### config.mk
export PLATFORM = sky130hd
export DESIGN_NAME = gdsii_record_stream_parser_unit
export DESIGN_NICKNAME = d
export VERILOG_FILES = /design/src/design/grsp_pkg.sv /design/src/design/gdsii_record_stream_parser_unit.sv
export SDC_FILE = /design/constraint.sdc
export NUM_CORES = 1
export LEC_CHECK = 0
export ABC_CLOCK_PERIOD_IN_PS = 8300
export BUFFER_PORTS_ARGS = -buffer_cell sky130_fd_sc_hd__buf_2
export CAP_MARGIN = 20
export CORE_UTILIZATION = 63
export CTS_BUF_LIST = sky130_fd_sc_hd__clkbuf_2
export DETAILED_ROUTE_END_ITERATION = 16
export PLACE_DENSITY = 0.92
export SYNTH_ARGS = -nofsm -noshare
export SYNTH_HDL_FRONTEND = slang
export SYNTH_SLANG_ARGS = --single-unit
### constraint.sdc
create_clock -name clk_i -period 8.3 [get_ports clk_i]
set_input_delay 0.83 -clock clk_i [delete_from_list [all_inputs] [get_ports clk_i]]
set_output_delay 0.83 -clock clk_i [all_outputs]
set_load 0.01 [all_outputs]
### src/design/grsp_pkg.sv
// ----------------------------------------------------------------------------
// grsp_pkg: shared types and tables for the GDSII record stream parser
// Record table, parse phases and result layout.
// ----------------------------------------------------------------------------
`default_nettype none
package grsp_pkg;

  localparam int unsigned NameCharsDef = 32;
  localparam logic [5:0]  LastIndex    = 6'h38;
  localparam logic [15:0] XyCode       = 16'h1003;
  localparam logic [7:0]  StringIndex  = 8'h19;
  localparam logic [7:0]  StrnameIndex = 8'h06;
  localparam logic [7:0]  BgnstrIndex  = 8'h05;
  localparam logic [7:0]  EndstrIndex  = 8'h07;

  localparam logic [2:0] CfgName0 = 3'd0;
  localparam logic [2:0] CfgName1 = 3'd1;
  localparam logic [2:0] CfgName2 = 3'd2;
  localparam logic [2:0] CfgName3 = 3'd3;
  localparam logic [2:0] CfgNameLen = 3'd4;

  localparam logic [2:0] KindBits  = 3'd1;
  localparam logic [2:0] KindInt2  = 3'd2;
  localparam logic [2:0] KindInt4  = 3'd3;
  localparam logic [2:0] KindReal8 = 3'd5;
  localparam logic [2:0] KindAscii = 3'd6;

  typedef enum logic [2:0] {
    PH_LEN_HI, PH_LEN_LO, PH_CODE_HI, PH_CODE_LO, PH_PAYLOAD
  } phase_e;

  typedef struct packed {
    logic [15:0] code;
    logic [7:0]  len;
    logic        fixed;
    logic        hidden;
  } rec_entry_t;

  typedef struct packed {
    logic [5:0]  record_index;
    logic [2:0]  data_kind;
    logic [63:0] element_value;
    logic [15:0] element_number;
    logic        is_header;
    logic        is_last;
    logic        length_mismatch;
    logic        illegal_code;
    logic        end_of_stream;
  } result_t;

  function automatic rec_entry_t rec_lookup(input logic [5:0] ndx);
    rec_entry_t e;
    e = '{code: 16'h0000, len: 8'd0, fixed: 1'b0, hidden: 1'b0};
    unique case (ndx)
      6'h00: e = '{16'h0002, 8'd2, 1'b1, 1'b0};
      6'h01: e = '{16'h0102, 8'd24, 1'b1, 1'b0};
      6'h02: e = '{16'h0206, 8'd0, 1'b0, 1'b0};
      6'h03: e = '{16'h0305, 8'd16, 1'b1, 1'b0};
      6'h04: e = '{16'h0400, 8'd0, 1'b1, 1'b0};
      6'h05: e = '{16'h0502, 8'd24, 1'b1, 1'b0};
      6'h06: e = '{16'h0606, 8'd0, 1'b0, 1'b0};
      6'h07: e = '{16'h0700, 8'd0, 1'b1, 1'b0};
      6'h08: e = '{16'h0800, 8'd0, 1'b1, 1'b0};
      6'h09: e = '{16'h0900, 8'd0, 1'b1, 1'b0};
      6'h0a: e = '{16'h0a00, 8'd0, 1'b1, 1'b0};
      6'h0b: e = '{16'h0b00, 8'd0, 1'b1, 1'b0};
      6'h0c: e = '{16'h0c00, 8'd0, 1'b1, 1'b0};
      6'h0d: e = '{16'h0d02, 8'd2, 1'b1, 1'b0};
      6'h0e: e = '{16'h0e02, 8'd2, 1'b1, 1'b0};
      6'h0f: e = '{16'h0f03, 8'd4, 1'b1, 1'b0};
      6'h10: e = '{16'h1003, 8'd0, 1'b0, 1'b0};
      6'h11: e = '{16'h1100, 8'd0, 1'b1, 1'b0};
      6'h12: e = '{16'h1206, 8'd0, 1'b0, 1'b0};
      6'h13: e = '{16'h1302, 8'd4, 1'b1, 1'b0};
      6'h14: e = '{16'h1400, 8'd0, 1'b1, 1'b0};
      6'h15: e = '{16'h1500, 8'd0, 1'b1, 1'b0};
      6'h16: e = '{16'h1602, 8'd2, 1'b1, 1'b0};
      6'h17: e = '{16'h1701, 8'd2, 1'b1, 1'b0};
      6'h19: e = '{16'h1906, 8'd0, 1'b0, 1'b0};
      6'h1a: e = '{16'h1a01, 8'd2, 1'b1, 1'b0};
      6'h1b: e = '{16'h1b05, 8'd8, 1'b1, 1'b0};
      6'h1c: e = '{16'h1c05, 8'd8, 1'b1, 1'b0};
      6'h1f: e = '{16'h1f06, 8'd0, 1'b0, 1'b0};
      6'h20: e = '{16'h2006, 8'd176, 1'b1, 1'b0};
      6'h21: e = '{16'h2102, 8'd2, 1'b1, 1'b0};
      6'h22: e = '{16'h2202, 8'd2, 1'b1, 1'b0};
      6'h23: e = '{16'h2306, 8'd0, 1'b0, 1'b0};
      6'h24: e = '{16'h2406, 8'd0, 1'b0, 1'b1};
      6'h25: e = '{16'h2502, 8'd2, 1'b1, 1'b1};
      6'h26: e = '{16'h2601, 8'd2, 1'b1, 1'b0};
      6'h27: e = '{16'h2703, 8'd4, 1'b1, 1'b0};
      6'h28: e = '{16'h0000, 8'd2, 1'b1, 1'b0};
      6'h29: e = '{16'h0000, 8'd4, 1'b1, 1'b0};
      6'h2a: e = '{16'h2a02, 8'd2, 1'b1, 1'b0};
      6'h2b: e = '{16'h2b02, 8'd2, 1'b1, 1'b0};
      6'h2c: e = '{16'h2c06, 8'd0, 1'b0, 1'b0};
      6'h2d: e = '{16'h2d00, 8'd0, 1'b1, 1'b0};
      6'h2e: e = '{16'h2e02, 8'd2, 1'b1, 1'b0};
      6'h2f: e = '{16'h2f03, 8'd4, 1'b1, 1'b0};
      6'h30: e = '{16'h3003, 8'd4, 1'b1, 1'b0};
      6'h31: e = '{16'h3103, 8'd4, 1'b1, 1'b0};
      6'h32: e = '{16'h3202, 8'd2, 1'b1, 1'b1};
      6'h33: e = '{16'h3302, 8'd2, 1'b1, 1'b1};
      6'h34: e = '{16'h3401, 8'd2, 1'b1, 1'b1};
      6'h35: e = '{16'h3503, 8'd4, 1'b1, 1'b1};
      6'h36: e = '{16'h3602, 8'd2, 1'b1, 1'b0};
      6'h37: e = '{16'h3706, 8'd0, 1'b0, 1'b0};
      6'h38: e = '{16'h3800, 8'd0, 1'b1, 1'b0};
      default: e = '{16'h0000, 8'd0, 1'b0, 1'b0};
    endcase
    return e;
  endfunction

endpackage
`default_nettype wire

### src/design/gdsii_record_stream_parser_unit.sv
// ----------------------------------------------------------------------------
// gdsii_record_stream_parser_unit: GDSII record stream parser
// Splits a byte stream into records and data elements, with cell selection.
// ----------------------------------------------------------------------------
// Usage:
//   s_axis: one stream byte per item in tdata[7:0].
//   m_axis: one result per item; tdata holds record_index, data_kind,
//   element_value, element_number; tuser holds the five flags.
//   cfg: index 0..3 write the cell name characters, index 4 its length.
// Each byte is parsed in the cycle it is accepted; its result, if any, sits
// in the output register from the next cycle. One byte per cycle
// is taken while the output register is empty or being drained in the same
// cycle; a stalled receiver holds the result and backs up s_axis_tready.
// Bytes that give no result leave the output untouched.
// Reset returns to the length high byte, clears halt, shows all cells.
// After an illegal code or end of stream, later bytes are taken and dropped.
`default_nettype none
module gdsii_record_stream_parser_unit
  import grsp_pkg::*;
#(
  parameter int unsigned NAME_CHARS = grsp_pkg::NameCharsDef
) (
  input  wire logic         clk_i,
  input  wire logic         rst_ni,
  input  wire logic         s_axis_tvalid,
  output logic              s_axis_tready,
  input  wire logic [7:0]   s_axis_tdata,   // [7:0] stream_byte
  output logic              m_axis_tvalid,
  input  wire logic         m_axis_tready,
  // [5:0] record_index, [8:6] data_kind, [72:9] element_value,
  // [88:73] element_number, [95:89] zero
  output logic [95:0]       m_axis_tdata,
  // [0] is_header, [1] is_last, [2] length_mismatch, [3] illegal_code,
  // [4] end_of_stream
  output logic [4:0]        m_axis_tuser,
  input  wire logic         cfg_valid_i,
  output logic              cfg_ready_o,
  input  wire logic [2:0]   cfg_index_i,
  input  wire logic [63:0]  cfg_data_i
);

  localparam int unsigned PosW = $clog2(NAME_CHARS + 1);

  phase_e      phase_q, phase_d;
  logic [15:0] len_q, len_d;
  logic [15:0] code_q, code_d;
  logic [15:0] cnt_q, cnt_d;
  logic [63:0] shift_q, shift_d;
  logic        sel_q, sel_d;
  logic [PosW-1:0] pos_q, pos_d;
  logic        matching_q, matching_d;
  logic        ended_q, ended_d;
  logic        halted_q, halted_d;
  logic [7:0]  name_q [NAME_CHARS];
  logic [5:0]  nlen_q;
  logic [PosW-1:0] nlen_eff;
  result_t     res_q, res_d;
  logic        ovalid_q, emit;

  logic        in_fire;
  logic [7:0]  b;

  assign s_axis_tready = !ovalid_q || m_axis_tready;
  assign in_fire = s_axis_tvalid && s_axis_tready;
  assign cfg_ready_o = 1'b1;
  assign b = s_axis_tdata;

  always_comb begin
    if (nlen_q > 6'(NAME_CHARS)) nlen_eff = PosW'(NAME_CHARS);
    else nlen_eff = PosW'(nlen_q);
  end

  // name characters stored per byte; only NAME_CHARS of them are kept
  always_ff @(posedge clk_i or negedge rst_ni) begin
    if (!rst_ni) begin
      for (int i = 0; i < NAME_CHARS; i++) begin
        name_q[i] <= '0;
      end
    end else begin
      for (int i = 0; i < NAME_CHARS; i++) begin
        if (cfg_valid_i && cfg_index_i == 3'(i / 8)) begin
          name_q[i] <= cfg_data_i[(i % 8) * 8 +: 8];
        end
      end
    end
  end

  always_ff @(posedge clk_i or negedge rst_ni) begin
    if (!rst_ni) begin
      nlen_q <= '0;
    end else if (cfg_valid_i && cfg_index_i == CfgNameLen) begin
      nlen_q <= cfg_data_i[5:0];
    end
  end

  // parse one byte
  always_comb begin
    rec_entry_t  e;
    logic [5:0]  ndx;
    logic [7:0]  kind8;
    logic [2:0]  kind;
    logic [15:0] plen, code_n, len_n, off;
    logic        mism, data, shown, last, sel_b, cmp_ok;
    logic [2:0]  esz_m;
    logic [15:0] num;
    logic [63:0] v;
    logic [PosW-1:0] pos_idx;

    phase_d = phase_q; len_d = len_q; code_d = code_q; cnt_d = cnt_q;
    shift_d = shift_q; sel_d = sel_q; pos_d = pos_q; matching_d = matching_q;
    ended_d = ended_q; halted_d = halted_q;
    res_d = '0; emit = 1'b0;
    e = '0; ndx = '0; kind8 = '0; kind = '0; plen = '0; code_n = '0; len_n = '0;
    off = '0; mism = 1'b0; data = 1'b0; shown = 1'b0; last = 1'b0; sel_b = 1'b0;
    cmp_ok = 1'b0; esz_m = '0; num = '0; v = '0; pos_idx = '0;

    if (in_fire && !halted_q) begin
      unique case (phase_q)
        PH_LEN_HI: begin
          len_d = {b, 8'h00};
          phase_d = PH_LEN_LO;
        end
        PH_LEN_LO: begin
          len_n = {len_q[15:8], b};
          len_d = len_n;
          if (len_n[15]) begin
            halted_d = 1'b1;
            emit = 1'b1;
            res_d.end_of_stream = 1'b1;
          end else begin
            phase_d = (len_n != 16'd0) ? PH_CODE_HI : PH_LEN_HI;
          end
        end
        PH_CODE_HI: begin
          code_d = {b, 8'h00};
          phase_d = PH_CODE_LO;
        end
        PH_CODE_LO: begin
          code_n = {code_q[15:8], b};
          code_d = code_n;
          plen = (len_q >= 16'd4) ? len_q - 16'd4 : 16'd0;
          cnt_d = '0; shift_d = '0; pos_d = '0; matching_d = 1'b1; ended_d = 1'b0;
          phase_d = (plen != 16'd0) ? PH_PAYLOAD : PH_LEN_HI;
          if (code_n[15:8] <= {2'b00, LastIndex}) begin
            ndx = code_n[13:8];
            e = rec_lookup(ndx);
            if (e.code != code_n) begin
              halted_d = 1'b1;
              emit = 1'b1;
              res_d.record_index = ndx;
              res_d.element_value = {48'd0, code_n};
              res_d.is_header = 1'b1;
              res_d.is_last = 1'b1;
              res_d.illegal_code = 1'b1;
            end else begin
              sel_b = sel_q;
              if (code_n[15:8] == BgnstrIndex || code_n[15:8] == EndstrIndex) begin
                sel_b = (nlen_eff == '0);
              end
              if (code_n[15:8] == StrnameIndex && plen == 16'd0) begin
                sel_b = (nlen_eff == '0) || (nlen_eff == '0);
              end
              sel_d = sel_b;
              if (sel_b || code_n[15:8] == StrnameIndex) begin
                mism = (len_q < 16'd4) || (e.fixed && plen != {8'd0, e.len})
                  || (code_n == XyCode && plen[2:0] != 3'd0);
                data = (code_n[7:0] != 8'd0) && !e.hidden;
                emit = 1'b1;
                res_d.record_index = ndx;
                res_d.data_kind = code_n[2:0];
                res_d.element_value = {48'd0, plen};
                res_d.is_header = 1'b1;
                res_d.is_last = (plen == 16'd0) || !data;
                res_d.length_mismatch = mism;
              end
            end
          end
        end
        PH_PAYLOAD: begin
          off = cnt_q;
          cnt_d = cnt_q + 16'd1;
          plen = (len_q >= 16'd4) ? len_q - 16'd4 : 16'd0;
          last = cnt_d >= plen;
          if (last) phase_d = PH_LEN_HI;
          shift_d = {shift_q[55:0], b};
          kind8 = code_q[7:0];
          kind = code_q[2:0];
          if (code_q[15:8] <= {2'b00, LastIndex}) begin
            ndx = code_q[13:8];
            e = rec_lookup(ndx);
            shown = (sel_q || code_q[15:8] == StrnameIndex) && kind8 != 8'd0 && !e.hidden;
            if (code_q[15:8] == StrnameIndex) begin
              pos_idx = pos_q;
              cmp_ok = 1'b0;
              for (int i = 0; i < NAME_CHARS; i++) begin
                if (pos_idx == PosW'(i) && b == name_q[i]) cmp_ok = 1'b1;
              end
              if (!ended_q) begin
                if (b == 8'd0) ended_d = 1'b1;
                else if (matching_q && pos_q < nlen_eff && cmp_ok) pos_d = pos_q + 1'b1;
                else matching_d = 1'b0;
              end
              if (last) sel_d = (nlen_eff == '0) || (matching_d && pos_d == nlen_eff);
            end
            // element size mask and element number
            unique case (kind)
              KindBits, KindInt2: begin esz_m = 3'd1; num = {1'b0, off[15:1]}; end
              KindInt4: begin esz_m = 3'd3; num = {2'b0, off[15:2]}; end
              KindReal8: begin esz_m = 3'd7; num = {3'b0, off[15:3]}; end
              default: begin esz_m = 3'd0; num = off; end
            endcase
            if (shown) begin
              if (((off[2:0] & esz_m) == esz_m) && !(kind == KindAscii && b == 8'd0)) begin
                case (kind)
                  KindInt2: v = {{48{shift_d[15]}}, shift_d[15:0]};
                  KindInt4: v = {{32{shift_d[31]}}, shift_d[31:0]};
                  KindBits: v = {48'd0, shift_d[15:0]};
                  KindReal8: v = shift_d;
                  default: begin
                    v = {56'd0, b};
                    if (code_q[15:8] == StringIndex && b >= 8'h09 && b <= 8'h0d) v = 64'h20;
                  end
                endcase
                emit = 1'b1;
                res_d.record_index = ndx;
                res_d.data_kind = kind;
                res_d.element_value = v;
                res_d.element_number = num;
                res_d.is_last = last;
              end else if (last) begin
                emit = 1'b1;
                res_d.record_index = ndx;
                res_d.element_number = num;
                res_d.is_last = 1'b1;
              end
            end
          end
        end
        default: phase_d = PH_LEN_HI;
      endcase
    end

    // length write resets the selection (write it only while idle; the block does not enforce this)
    if (cfg_valid_i && cfg_index_i == CfgNameLen) begin
      sel_d = (cfg_data_i[5:0] == 6'd0);
    end
  end

  always_ff @(posedge clk_i or negedge rst_ni) begin
    if (!rst_ni) begin
      phase_q <= PH_LEN_HI;
      len_q <= '0; code_q <= '0; cnt_q <= '0; shift_q <= '0;
      sel_q <= 1'b1; pos_q <= '0; matching_q <= 1'b1; ended_q <= 1'b0;
      halted_q <= 1'b0; ovalid_q <= 1'b0;
    end else begin
      phase_q <= phase_d; len_q <= len_d; code_q <= code_d; cnt_q <= cnt_d;
      shift_q <= shift_d; sel_q <= sel_d; pos_q <= pos_d;
      matching_q <= matching_d; ended_q <= ended_d; halted_q <= halted_d;
      if (emit) ovalid_q <= 1'b1;
      else if (m_axis_tready) ovalid_q <= 1'b0;
    end
  end

  always_ff @(posedge clk_i) begin
    if (emit) res_q <= res_d;
  end

  assign m_axis_tvalid = ovalid_q;
  assign m_axis_tdata = {7'd0, res_q.element_number, res_q.element_value,
                         res_q.data_kind, res_q.record_index};
  assign m_axis_tuser = {res_q.end_of_stream, res_q.illegal_code, res_q.length_mismatch,
                         res_q.is_last, res_q.is_header};

endmodule
`default_nettype wire

==> metrics.md, run 1 <==
| Metric | Value |
|---|---|
| CTS H-tree lvls | 3 |
| Worst R2R Start | len_q[10] |
| RD Place Congestion | 1.01 |
| Startpoint type of the worst setup path | flip-flop |
| Hold_sp | cfg_data_i[16] |
| FF-to-FF End | m_axis_tdata[6] |
| Worst Skew | between 100 and 150 ps |
| First-pass GRT wire length | ~110000 um |
| CP peak stage delay | 650 ps |
| Data required time of the worst path | 9020 ps |
| Area growth syn-to-layout | 11.6% |
| Multi-input combinational cell area | roughly 0.012 sq mm |
| Avg Vias per Cell | roughly 6.3 |
| CP Capture Type | flip-flop |
| Crit path from | len_q[10] |
| Iter 0 DRT Violations | slightly below 2000 |
| Yosys top cell by area | dfrtp_1 |
| WL per Instance | 22.7 um |
| Initial antenna violation count | 3 |
| Die X | between 150 and 200 um |
| Worst-path fanout max | roughly 80 |
| Yosys top cell area share | 0.385 |
| Unrepaired setup endpoints after global routing | no |
| Share of layout cells above drive strength 1 | 0.269 |
| Netlist cell types | 76 |
| Clock Latency Late Sink | around 1200 ps |
| Placed cell areas | roughly 0.026 sq mm |
| Achievable clock frequency | 0.186 GHz |
| Clock sink total | 474 |
| # rows | between 70 and 80 |
| Slowest stage cell, crit path | nor4_1 |
| Dpl cells | 2827 |
| Yosys warnings | 0 |
| Grt ovf | 0 |
| Detailed Place HPWL | ~44000 um |
| CTS Buf Count | about 110 |
| Ranking of synthesized cells by area | dfrtp_1, mux2_2, edfxtp_1 |
| Max cap viols | 0 |
| I/O Pins | between 150 and 200 |
| Post-synth EDFFs | 94 |
| LEAKAGE | between 10 and 15 nW |
| CORE AREA | roughly 0.039 sq mm |
| Vias | ~20000 |
| Critical Path Most Common Cell | nor2_1 |
| Layout Utilization | 0.712 |
| Min-Delay Path Class | input port to flip-flop |
| Die Y | between 150 and 200 um |
| Overall Power | between 6 and 7 mW |
| Status | finished, final reports clean |
| Vias in the first global route | 19835 |
| PwrDens | approximately 250 mW/mm^2 |
| Count leader, synth | dfrtp_1 |
| Initial core utilization | 0.638 |
| CP Class | flip-flop to flip-flop |
| Fin crit share | 0.647 |
| Max clock buf depth | 3 |
| TritonCTS clock tree | yes |
| Worst-path clk slew | between 100 and 150 ps |
| Final antenna-violating net count | 0 |
| Final hold violation count | 0 |
| Crit path DAT | roughly 6000 ps |
| Top cells by count, synth | dfrtp_1, mux2_2, nand2_1 |
| #FFs+latches synth | between 400 and 500 |
| Die ar. | 0.0398 sq mm |
| VDD IR max | approximately 0.24 mV |
| Nets | 2607 |
| Largest net degree at the start of global routing | 147 |
| Number of fill cells | approximately 2600 |
| Post-Route WL | around 70000 um |
| Mapped Area | roughly 0.025 sq mm |
| Post-cts sizing count | 0 |
| Final Critical Period | 5370 ps |
| Hold path depth | 2 |
| Reg area | between 0.01 and 0.015 sq mm |
| Relative slew slack | 0.309 |
| Worst slack, placed | about 3000 ps |
| GR Util All Layers | 0.358 |
| Post-synthesis sequential area ratio | 0.502 |
| Depth of the worst register-to-register path | 16 |
| Ys async rst share | 0.802 |
| Final Instance Area | 0.0274 sq mm |
| TNS Setup | 0 ps |
| Non-filler instance count after layout | 3090 |
| Hold Path Sink | name_q[104] |
| Drt drc | 0 |
| Synth Instances | ~2300 |
| Postcts setup bufs | 0 |
| Hold WS | 76.9 ps |
| Hold-fix buffers at CTS | 64 |
| Slew Limit Fails | 0 |
| Worst-margin pin slew | 1040 ps |
| Final setup fails | 0 |
| Main synth FF type | dfrtp_1 |
| Drt pass-1 iters | 8 |
| CTS Root Cell | clkbuf_2 |
| PortBufs | 175 |
| Final Worst Setup Slack | 2930 ps |
| Avg Cell Area, Syn | ~11 sq um |
| Crit-path cells | nor4_1 -> nand4b_1 -> nor2_1 -> buf_4 -> nor2_1 -> ha_1 -> nand2b_1 -> a21o_1 -> a211oi_1 -> o21bai_1 -> a2111oi_0 -> o221ai_1 -> nor2_1 -> o31a_1 -> nand2_4 -> buf_4 |
| Flop-to-flop setup slack | about 3000 ps |
[logic make-up (layout without fill, tap and decap cells)]
group / count (synthesis) / after routing / share of synthesized area
other: 2 / 11 / 0.000305
buffers and inverters: 189 / 488 / 0.0334
xor gates and xnor gates: 287 / 287 / 0.102
AOI/OAI and AO/OA: 285 / 285 / 0.0753
and+or+nand+nor: 709 / 709 / 0.140
muxes: 280 / 280 / 0.128
DFF: 474 / 474 / 0.502
adders and majority gates: 38 / 38 / 0.0193
[how the worst max path moves through the flow]
stage	endpoint	cells after the start
finish	m_axis_tdata[6]	16
floorplan	m_axis_tdata[0]	15
global placement	m_axis_tdata[29]	16
detailed placement	m_axis_tdata[32]	16
CTS	m_axis_tdata[6]	16
global route	m_axis_tdata[14]	16
[flip-flops by register name (all words and copies together), names as in the netlist]
name	flops
m_axis_tvalid	1
matching_q	1
m_axis_tuser	5
halted_q	1
shift_q	56
pos_q	6
name_q	256
m_axis_tdata	89
len_q	16
nlen_q	6
ended_q	1
sel_q	1
phase_q	3
code_q	16
cnt_q	16
[layer usage]
metal  GRT usage  wire length, um  vias up
li1            -                -     8508
met1       0.445            26200     9533
met2       0.586            33900     1181
met5           0               16        -
met3      0.0694             6080      313
met4       0.203             3900        2
[critical path: cells and delay by family (launching register included)]
family                   cells  cell delay, ps
AND/OR/NAND/NOR              7            1800
AO/OA/AOI/OAI                6            1750
buffers and inverters        2             650
flip-flops                   1             450
adder cells (fa/ha/maj)      1             260
[report_power, final]
part	switching [mW]	internal [mW]
logic	1.14	0.920
clock network	0.992	0.608
registers	0.512	2.79
total	2.64	4.32
[cell usage in the layout (no fill, tap or decap), types with 10 or more instances in the layout]
cell type      netlist  final
nand2b_1            12     12
a22o_1              15     15
nor2_1             121    120
xor2_1             123    123
o22ai_1             14     14
buf_2               30    174
nor3_1              16     16
a22oi_1             10     10
or4_1               11     11
ha_1                38     38
clkinv_1             1     16
inv_1               25     25
nand2_1            268    266
edfxtp_1            94     94
mux2_2             274    274
dlygate4sd3_1        0     64
buf_4               16     26
and3_1              14     14
a21oi_1             83     83
dfrtp_1            378    378
o31ai_1             10     10
a21o_1              12     12
nor2b_1             10     10
nor4_1              53     53
xnor2_1            164    164
o21ai_0             67     67
a211oi_1            13     13
nand3_1             90     90
nand4_1             61     61
clkbuf_2             0    164
[area by class of cell]
type                       count  area share
sequential                   474       0.450
multi-input combinational   1607       0.420
timing repair buffer         268      0.0655
clock buffer                 164      0.0299
tap                          518      0.0236
clock inverter                30     0.00789
inverter                      26     0.00356
antenna                        3    0.000274
Note: power is estimated with default switching activity, not from simulation.
==> run 2: changes to the inputs <==
- ABC_CLOCK_PERIOD_IN_PS: 8300 -> 5500
- clock period: 8.3 -> 5.5 ns (I/O delays scaled with it)
==> metrics.md, run 2 (synthesis results as in run 1) <==
| Metric | Value |
|---|---|
| Min-Delay Path Class | input port to flip-flop (unchanged) |
| Logic pwr share | 0.306 (was 0.296) |
| Slew Limit Fails | 0 (unchanged) |
| Switching share of power | 0.377 (was 0.380) |
| Drt pass-1 iters | 6 (was 8) |
| Initial core utilization | 0.638 (unchanged) |
| Die X | 200 um (unchanged) |
| PwrDens | 382 mW/mm^2 (was 254 mW/mm^2) |
| Clock power frac | 0.229 (was 0.230) |
| Flop-to-flop setup slack | 530 ps (was 2930 ps) |
| GR Util All Layers | 0.367 (was 0.358) |
| P_int | 6.57 mW (was 4.32 mW) |
| Post-cts sizing count | 0 (unchanged) |
| Final Critical Period | 4970 ps (was 5370 ps) |
| Final setup fails | 0 (unchanged) |
| Unrepaired setup endpoints after global routing | no (unchanged) |
| Post-Route WL | 71200 um (was 70100 um) |
| Startpoint type of the worst setup path | flip-flop (unchanged) |
| Most frequent cells in the layout | dfrtp_1, mux2_2, nand2_1, buf_2, xnor2_1 (was dfrtp_1, mux2_2, nand2_1, buf_2) |
| Achievable clock frequency | 0.201 GHz (was 0.186 GHz) |
| Worst-path clk slew | 110 ps (was 130 ps) |
| Number of flip-flops under the largest register name | 256 (unchanged) |
| Grt ovf | 0 (unchanged) |
| CTS H-tree lvls | 3 (unchanged) |
| Overall Power | 10.5 mW (was 6.96 mW) |
| Final antenna-violating net count | 0 (unchanged) |
| RD Place Congestion | 0.930 (was 1.01) |
| CTS Root Cell | clkbuf_2 (unchanged) |
| Commonest non-fill, non-tap cell in the layout | dfrtp_1 (unchanged) |
| LEAKAGE | 11.9 nW (was 11.8 nW) |
| Worst R2R Start | len_q[2] (was len_q[10]) |
| Iter 0 DRT Violations | 2149 (was 1943) |
| Vias | 19798 (was 19537) |
| Share of layout cells above drive strength 1 | 0.269 (about the same) |
| Area growth syn-to-layout | 12.2% (was 11.6%) |
| # rows | 72 (unchanged) |
| Clock Latency Late Sink | 1120 ps (was 1180 ps) |
| CP Capture Type | flip-flop (unchanged) |
| Sequential share of power | 0.465 (was 0.475) |
| Relative slew slack | 0.326 (was 0.309) |
| Depth of the worst register-to-register path | 16 (unchanged) |
| CORE AREA | 0.0386 sq mm (unchanged) |
| Fin crit share | 0.904 (was 0.647) |
| PortBufs | 175 (unchanged) |
| Worst-margin pin slew | 1010 ps (was 1040 ps) |
| FF-to-FF End | m_axis_tdata[26] (was m_axis_tdata[6]) |
| Die ar. | 0.0398 sq mm (unchanged) |
| Switching Power | 3.97 mW (was 2.64 mW) |
| WL per Instance | 22.9 um (was 22.7 um) |
| Drt drc | 0 (unchanged) |
| Detailed Place HPWL | 43500 um (about the same) |
| Crit path from | len_q[2] (was len_q[10]) |
| Largest net degree at the start of global routing | 165 (was 147) |
| Avg Vias per Cell | 6.37 (was 6.32) |
| Clock sink total | 474 (unchanged) |
| Crit path to | m_axis_tdata[26] (was m_axis_tdata[6]) |
| TNS Setup | 0 ps (unchanged) |
| First-pass GRT wire length | 112000 um (was 109000 um) |
| Vias in the first global route | 20211 (was 19835) |
| Status | finished, final reports clean (unchanged) |
| Final hold violation count | 0 (unchanged) |
| Die Y | 200 um (unchanged) |
| Initial antenna violation count | 4 (was 3) |
| TritonCTS clock tree | yes (unchanged) |
| CTS Buf Count | 112 (unchanged) |
| Max cap viols | 0 (unchanged) |
| Worst-path fanout max | 48 (was 81) |
| Data required time of the worst path | 6280 ps (was 9020 ps) |
| VDD IR max | 0.347 mV (was 0.235 mV) |
| Worst Skew | 108 ps (was 134 ps) |
| Max clock buf depth | 3 (unchanged) |
| Postcts setup bufs | 0 (unchanged) |
| Top reg by flops | name_q (unchanged) |
| Nets | 2625 (was 2607) |
| CP Class | flip-flop to flip-flop (unchanged) |
| I/O Pins | 184 (unchanged) |
| Hold-fix buffers at CTS | 70 (was 64) |
| Crit path DAT | 5750 ps (was 6090 ps) |
[run 2: metrics by stage]
step / worst slack, ps / util / cells / area, sq um / hold WS (ps)
after floorplan: 349 / - / 2270 / 24600 / 254
after global placement: 825 / 0.669 / 2839 / 25800 / 466
after detailed placement: 601 / 0.669 / 2839 / 25800 / 477
after CTS: 574 / 0.715 / 3105 / 27600 / 11.9
after global routing: 265 / 0.716 / 3110 / 27600 / 29.1
final: 531 / 0.716 / 3110 / 27600 / 122
[run 2: final cells by class]
type,instances,area (sq um)
clock inverters,33,229
diodes,3,7.51
inverters,26,97.6
repair buffers,286,1950
fillers,2623,11000
flip-flops and latches,474,12300
multi-input cells,1607,11500
well taps,518,648
clock buffers,163,816
[run 2: worst min path at each step]
stage	cells after the start	endpoint	slack (ps)	startpoint
finish	4	shift_q[0]	120	s_axis_tdata[0]
global route	4	shift_q[0]	30	s_axis_tdata[0]
CTS	5	sel_q	10	cfg_index_i[0]
detailed placement	2	code_q[7]	480	code_q[7]
global placement	2	code_q[5]	470	code_q[5]
floorplan	0	cnt_q[0]	250	rst_ni
[run 2: worst max-delay path, cell delays in order, from the launching register on]
cell	delay (ps)
dfrtp_1	460
inv_1	120
ha_1	190
or3b_2	500
nor2_1	210
nand3_1	220
nand2_1	240
ha_1	260
a21o_1	160
a211oi_1	240
o21bai_1	100
a2111oi_0	500
o221ai_1	320
nor2_1	200
o31a_1	370
nand2_4	290
buf_12	290
[run 2: routing by layer]
metal	routed length (um)	vias up	track usage
met5	19	-	0
met4	3780	2	0.204
met3	5920	312	0.0780
met2	34600	1250	0.603
met1	26900	9684	0.451
li1	-	8550	-
[run 2: power by group through the flow]
stage	Combinational (mW)	Sequential, mW	Clock [mW]
4_1_cts	3.12	4.85	2.39
2_1_floorplan	2.37	4.67	0
6_report	3.22	4.90	2.41
3_3_place_gp	2.95	4.86	0
3_5_place_dp	3.05	4.92	0
5_1_grt	3.50	4.97	2.62
==> run 3: changes to the inputs <==
- BUFFER_PORTS_ARGS: -buffer_cell sky130_fd_sc_hd__buf_2 -> not set
- CORE_UTILIZATION: 63 -> 65
- DONT_BUFFER_PORTS: not set -> 1
- PLACE_DENSITY: 0.92 -> 0.9
==> metrics.md, run 3 (synthesis results as in run 1) <==
| Metric | Value |
|---|---|
| Drt pass-1 iters | 6 (unchanged) |
| CTS H-tree lvls | 3 (unchanged) |
| Worst Skew | 81.1 ps (was 108 ps) |
| Top Family by Delay on Critical Path | compound AO/OA/AOI/OAI gates (unchanged) |
| Slowest stage cell, crit path | or3b_2 (unchanged) |
| TritonCTS clock tree | yes (unchanged) |
| RD Place Congestion | 0.939 (was 0.930) |
| Area growth syn-to-layout | 8.24% (was 12.2%) |
| Relative slew slack | 0.169 (was 0.326) |
| Crit path from | len_q[2] (unchanged) |
| Crit path DAT | 5720 ps (was 5750 ps) |
| Final setup fails | 0 (unchanged) |
| Vias in the first global route | 19046 (was 20211) |
| Sequential share of power | 0.485 (was 0.465) |
| I/O Pins | 184 (unchanged) |
| Max cap viols | 0 (unchanged) |
| Worst-path clk slew | 130 ps (was 110 ps) |
| Drt drc | 0 (unchanged) |
| Crit-path cells | inv_1 -> ha_1 -> or3b_2 -> nor2_1 -> nand3_1 -> nand2_1 -> ha_1 -> a21o_1 -> a211oi_1 -> o21bai_1 -> a2111oi_0 -> o221ai_1 -> nor2_1 -> o31a_1 -> nand2_4 -> buf_12 (unchanged) |
| CTS Buf Count | 114 (was 112) |
| Iter 0 DRT Violations | 1584 (was 2149) |
| Switching Power | 3.76 mW (was 3.97 mW) |
| Initial antenna violation count | 4 (unchanged) |
| Avg Vias per Cell | 6.34 (was 6.37) |
| Most frequent cells in the layout | dfrtp_1, mux2_2, nand2_1, clkbuf_2, xnor2_1 (was dfrtp_1, mux2_2, nand2_1, buf_2, xnor2_1) |
| Status | finished, violations left (was finished, final reports clean) |
| Initial core utilization | 0.665 (was 0.638) |
| WL per Instance | 23.0 um (was 22.9 um) |
| Flop-to-flop setup slack | 530 ps (about the same) |
| First-pass GRT wire length | 106000 um (was 112000 um) |
| CP Capture Type | flip-flop (unchanged) |
| Clock power frac | 0.228 (was 0.229) |
| Final Critical Period | 4970 ps (about the same) |
| Number of fill cells | 2506 (was 2623) |
| Post-Route WL | 67300 um (was 71200 um) |
| VDD IR max | 0.381 mV (was 0.347 mV) |
| Post-cts sizing count | 0 (unchanged) |
| CP Buf/Inv Count | 2 (unchanged) |
| Clock Latency Late Sink | 1120 ps (about the same) |
| TNS Setup | 0 ps (unchanged) |
| Die Y | 197 um (was 200 um) |
| Die X | 197 um (was 200 um) |
| LEAKAGE | 11.1 nW (was 11.9 nW) |
| # rows | 70 (was 72) |
| Worst-margin pin slew | 1250 ps (was 1010 ps) |
| CP peak stage delay | 500 ps (about the same) |
| Die ar. | 0.0386 sq mm (was 0.0398 sq mm) |
| Max clock buf depth | 3 (unchanged) |
| GR Util All Layers | 0.355 (was 0.367) |
| PwrDens | 384 mW/mm^2 (was 382 mW/mm^2) |
| Worst slack, placed | 706 ps (was 601 ps) |
| PortBufs | 0 (was 175) |
| Unrepaired setup endpoints after global routing | no (unchanged) |
| Detailed Place HPWL | 40200 um (was 43500 um) |
| Final antenna-violating net count | 0 (unchanged) |
| Worst-path fanout max | 94 (was 48) |
| Postcts setup bufs | 0 (unchanged) |
| Top reg by flops | name_q (unchanged) |
| Startpoint type of the worst setup path | flip-flop (unchanged) |
| P_int | 6.44 mW (was 6.57 mW) |
| Vias | 18530 (was 19798) |
| Number of flip-flops under the largest register name | 256 (unchanged) |
| Hold WS | -900 ps (was 122 ps) |
| Data required time of the worst path | 6240 ps (was 6280 ps) |
| Slew Limit Fails | 0 (unchanged) |
| Worst R2R Start | len_q[2] (unchanged) |
| Final hold violation count | 380 (was 0) |
| Hold-fix buffers at CTS | 81 (was 70) |
| CP Class | flip-flop to flip-flop (unchanged) |
| CORE AREA | 0.0370 sq mm (was 0.0386 sq mm) |
| Achievable clock frequency | 0.201 GHz (about the same) |
| Switching share of power | 0.369 (was 0.377) |
| CTS Root Cell | clkbuf_2 (unchanged) |
| Nets | 2443 (was 2625) |
| Grt ovf | 0 (unchanged) |
| Violated checks | hold timing |
| Share of layout cells above drive strength 1 | 0.210 (was 0.269) |
| Logic pwr share | 0.287 (was 0.306) |
| Min-Delay Path Class | input port to async pin (was input port to flip-flop) |
| Clock sink total | 474 (unchanged) |
| Commonest non-fill, non-tap cell in the layout | dfrtp_1 (unchanged) |
| Fin crit share | 0.904 (about the same) |
| Final Worst Setup Slack | 527 ps (was 531 ps) |
| Largest net degree at the start of global routing | 381 (was 165) |
run 3: cell count changes in the layout (fill, tap and decap cells not counted), sizes merged, moves of 2 or more:
cell	previous run	this run
buf	216	21
bufinv	3	1
clkbuf	163	166
clkinv	28	35
dlygate4sd3	70	81
run 3: worst register-to-register path, stage by stage, from the launching register on:
cell and delay (ps):
dfrtp_1 480, inv_1 110, ha_1 200, or3b_2 500, nor2_1 210, nand3_1 240
nand2_1 260, ha_1 260, a21o_1 160, a211oi_1 270, o21bai_1 140, a2111oi_0 470
o221ai_1 350, nor2_1 220, o31a_1 390, nand2_4 90, buf_12 220
run 3: cell type report:
class                   count  area (sq um)  share of cell area
diodes                      3          7.51            0.000282
clock buffers             166           831              0.0312
clock inverters            40           196             0.00738
inverters                  26          97.6             0.00367
multi-input cells        1607         11500               0.433
flip-flops and latches    474         12300               0.463
well taps                 504           631              0.0237
repair buffers            102          1010              0.0379
run 3: path summary, 6_finish.rpt:
path | to | cells past startpoint
worst max register to register | m_axis_tdata[38] | 16
max in group asynchronous | code_q[11] | 0
worst min register to register | shift_q[28] | 2
worst min-delay path | name_q[76] | 0
worst max-delay path | m_axis_tdata[38] | 16
min in group clk_i | name_q[123] | 3
run 3: stage by stage:
step           total power [mW]   util  instances  cell area [sq um]
3_3_place_gp               7.59  0.669       2630              24700
5_1_grt                    10.8  0.720       2921              26600
6_report                   10.2  0.720       2922              26600
3_5_place_dp               7.73  0.669       2630              24700
2_1_floorplan              7.04      -       2270              24600
4_1_cts                    10.1  0.719       2917              26600
run 3: power by group through the flow:
| stage | clock network [mW] | logic (mW) | registers, mW |
|---|---|---|---|
| 2_1_floorplan | 0 | 2.37 | 4.67 |
| 3_3_place_gp | 0 | 2.66 | 4.93 |
| 3_5_place_dp | 0 | 2.74 | 4.99 |
| 4_1_cts | 2.33 | 2.85 | 4.91 |
| 5_1_grt | 2.54 | 3.20 | 5.04 |
| 6_report | 2.33 | 2.93 | 4.95 |
run 3: per-layer routing:
layer / vias up / part of all wire / GRT usage
met5: - / 0.00045 / 0
li1: 8187 / - / -
met2: 982 / 0.49 / 0.581
met1: 9155 / 0.39 / 0.451
met3: 202 / 0.084 / 0.0811
met4: 4 / 0.039 / 0.167
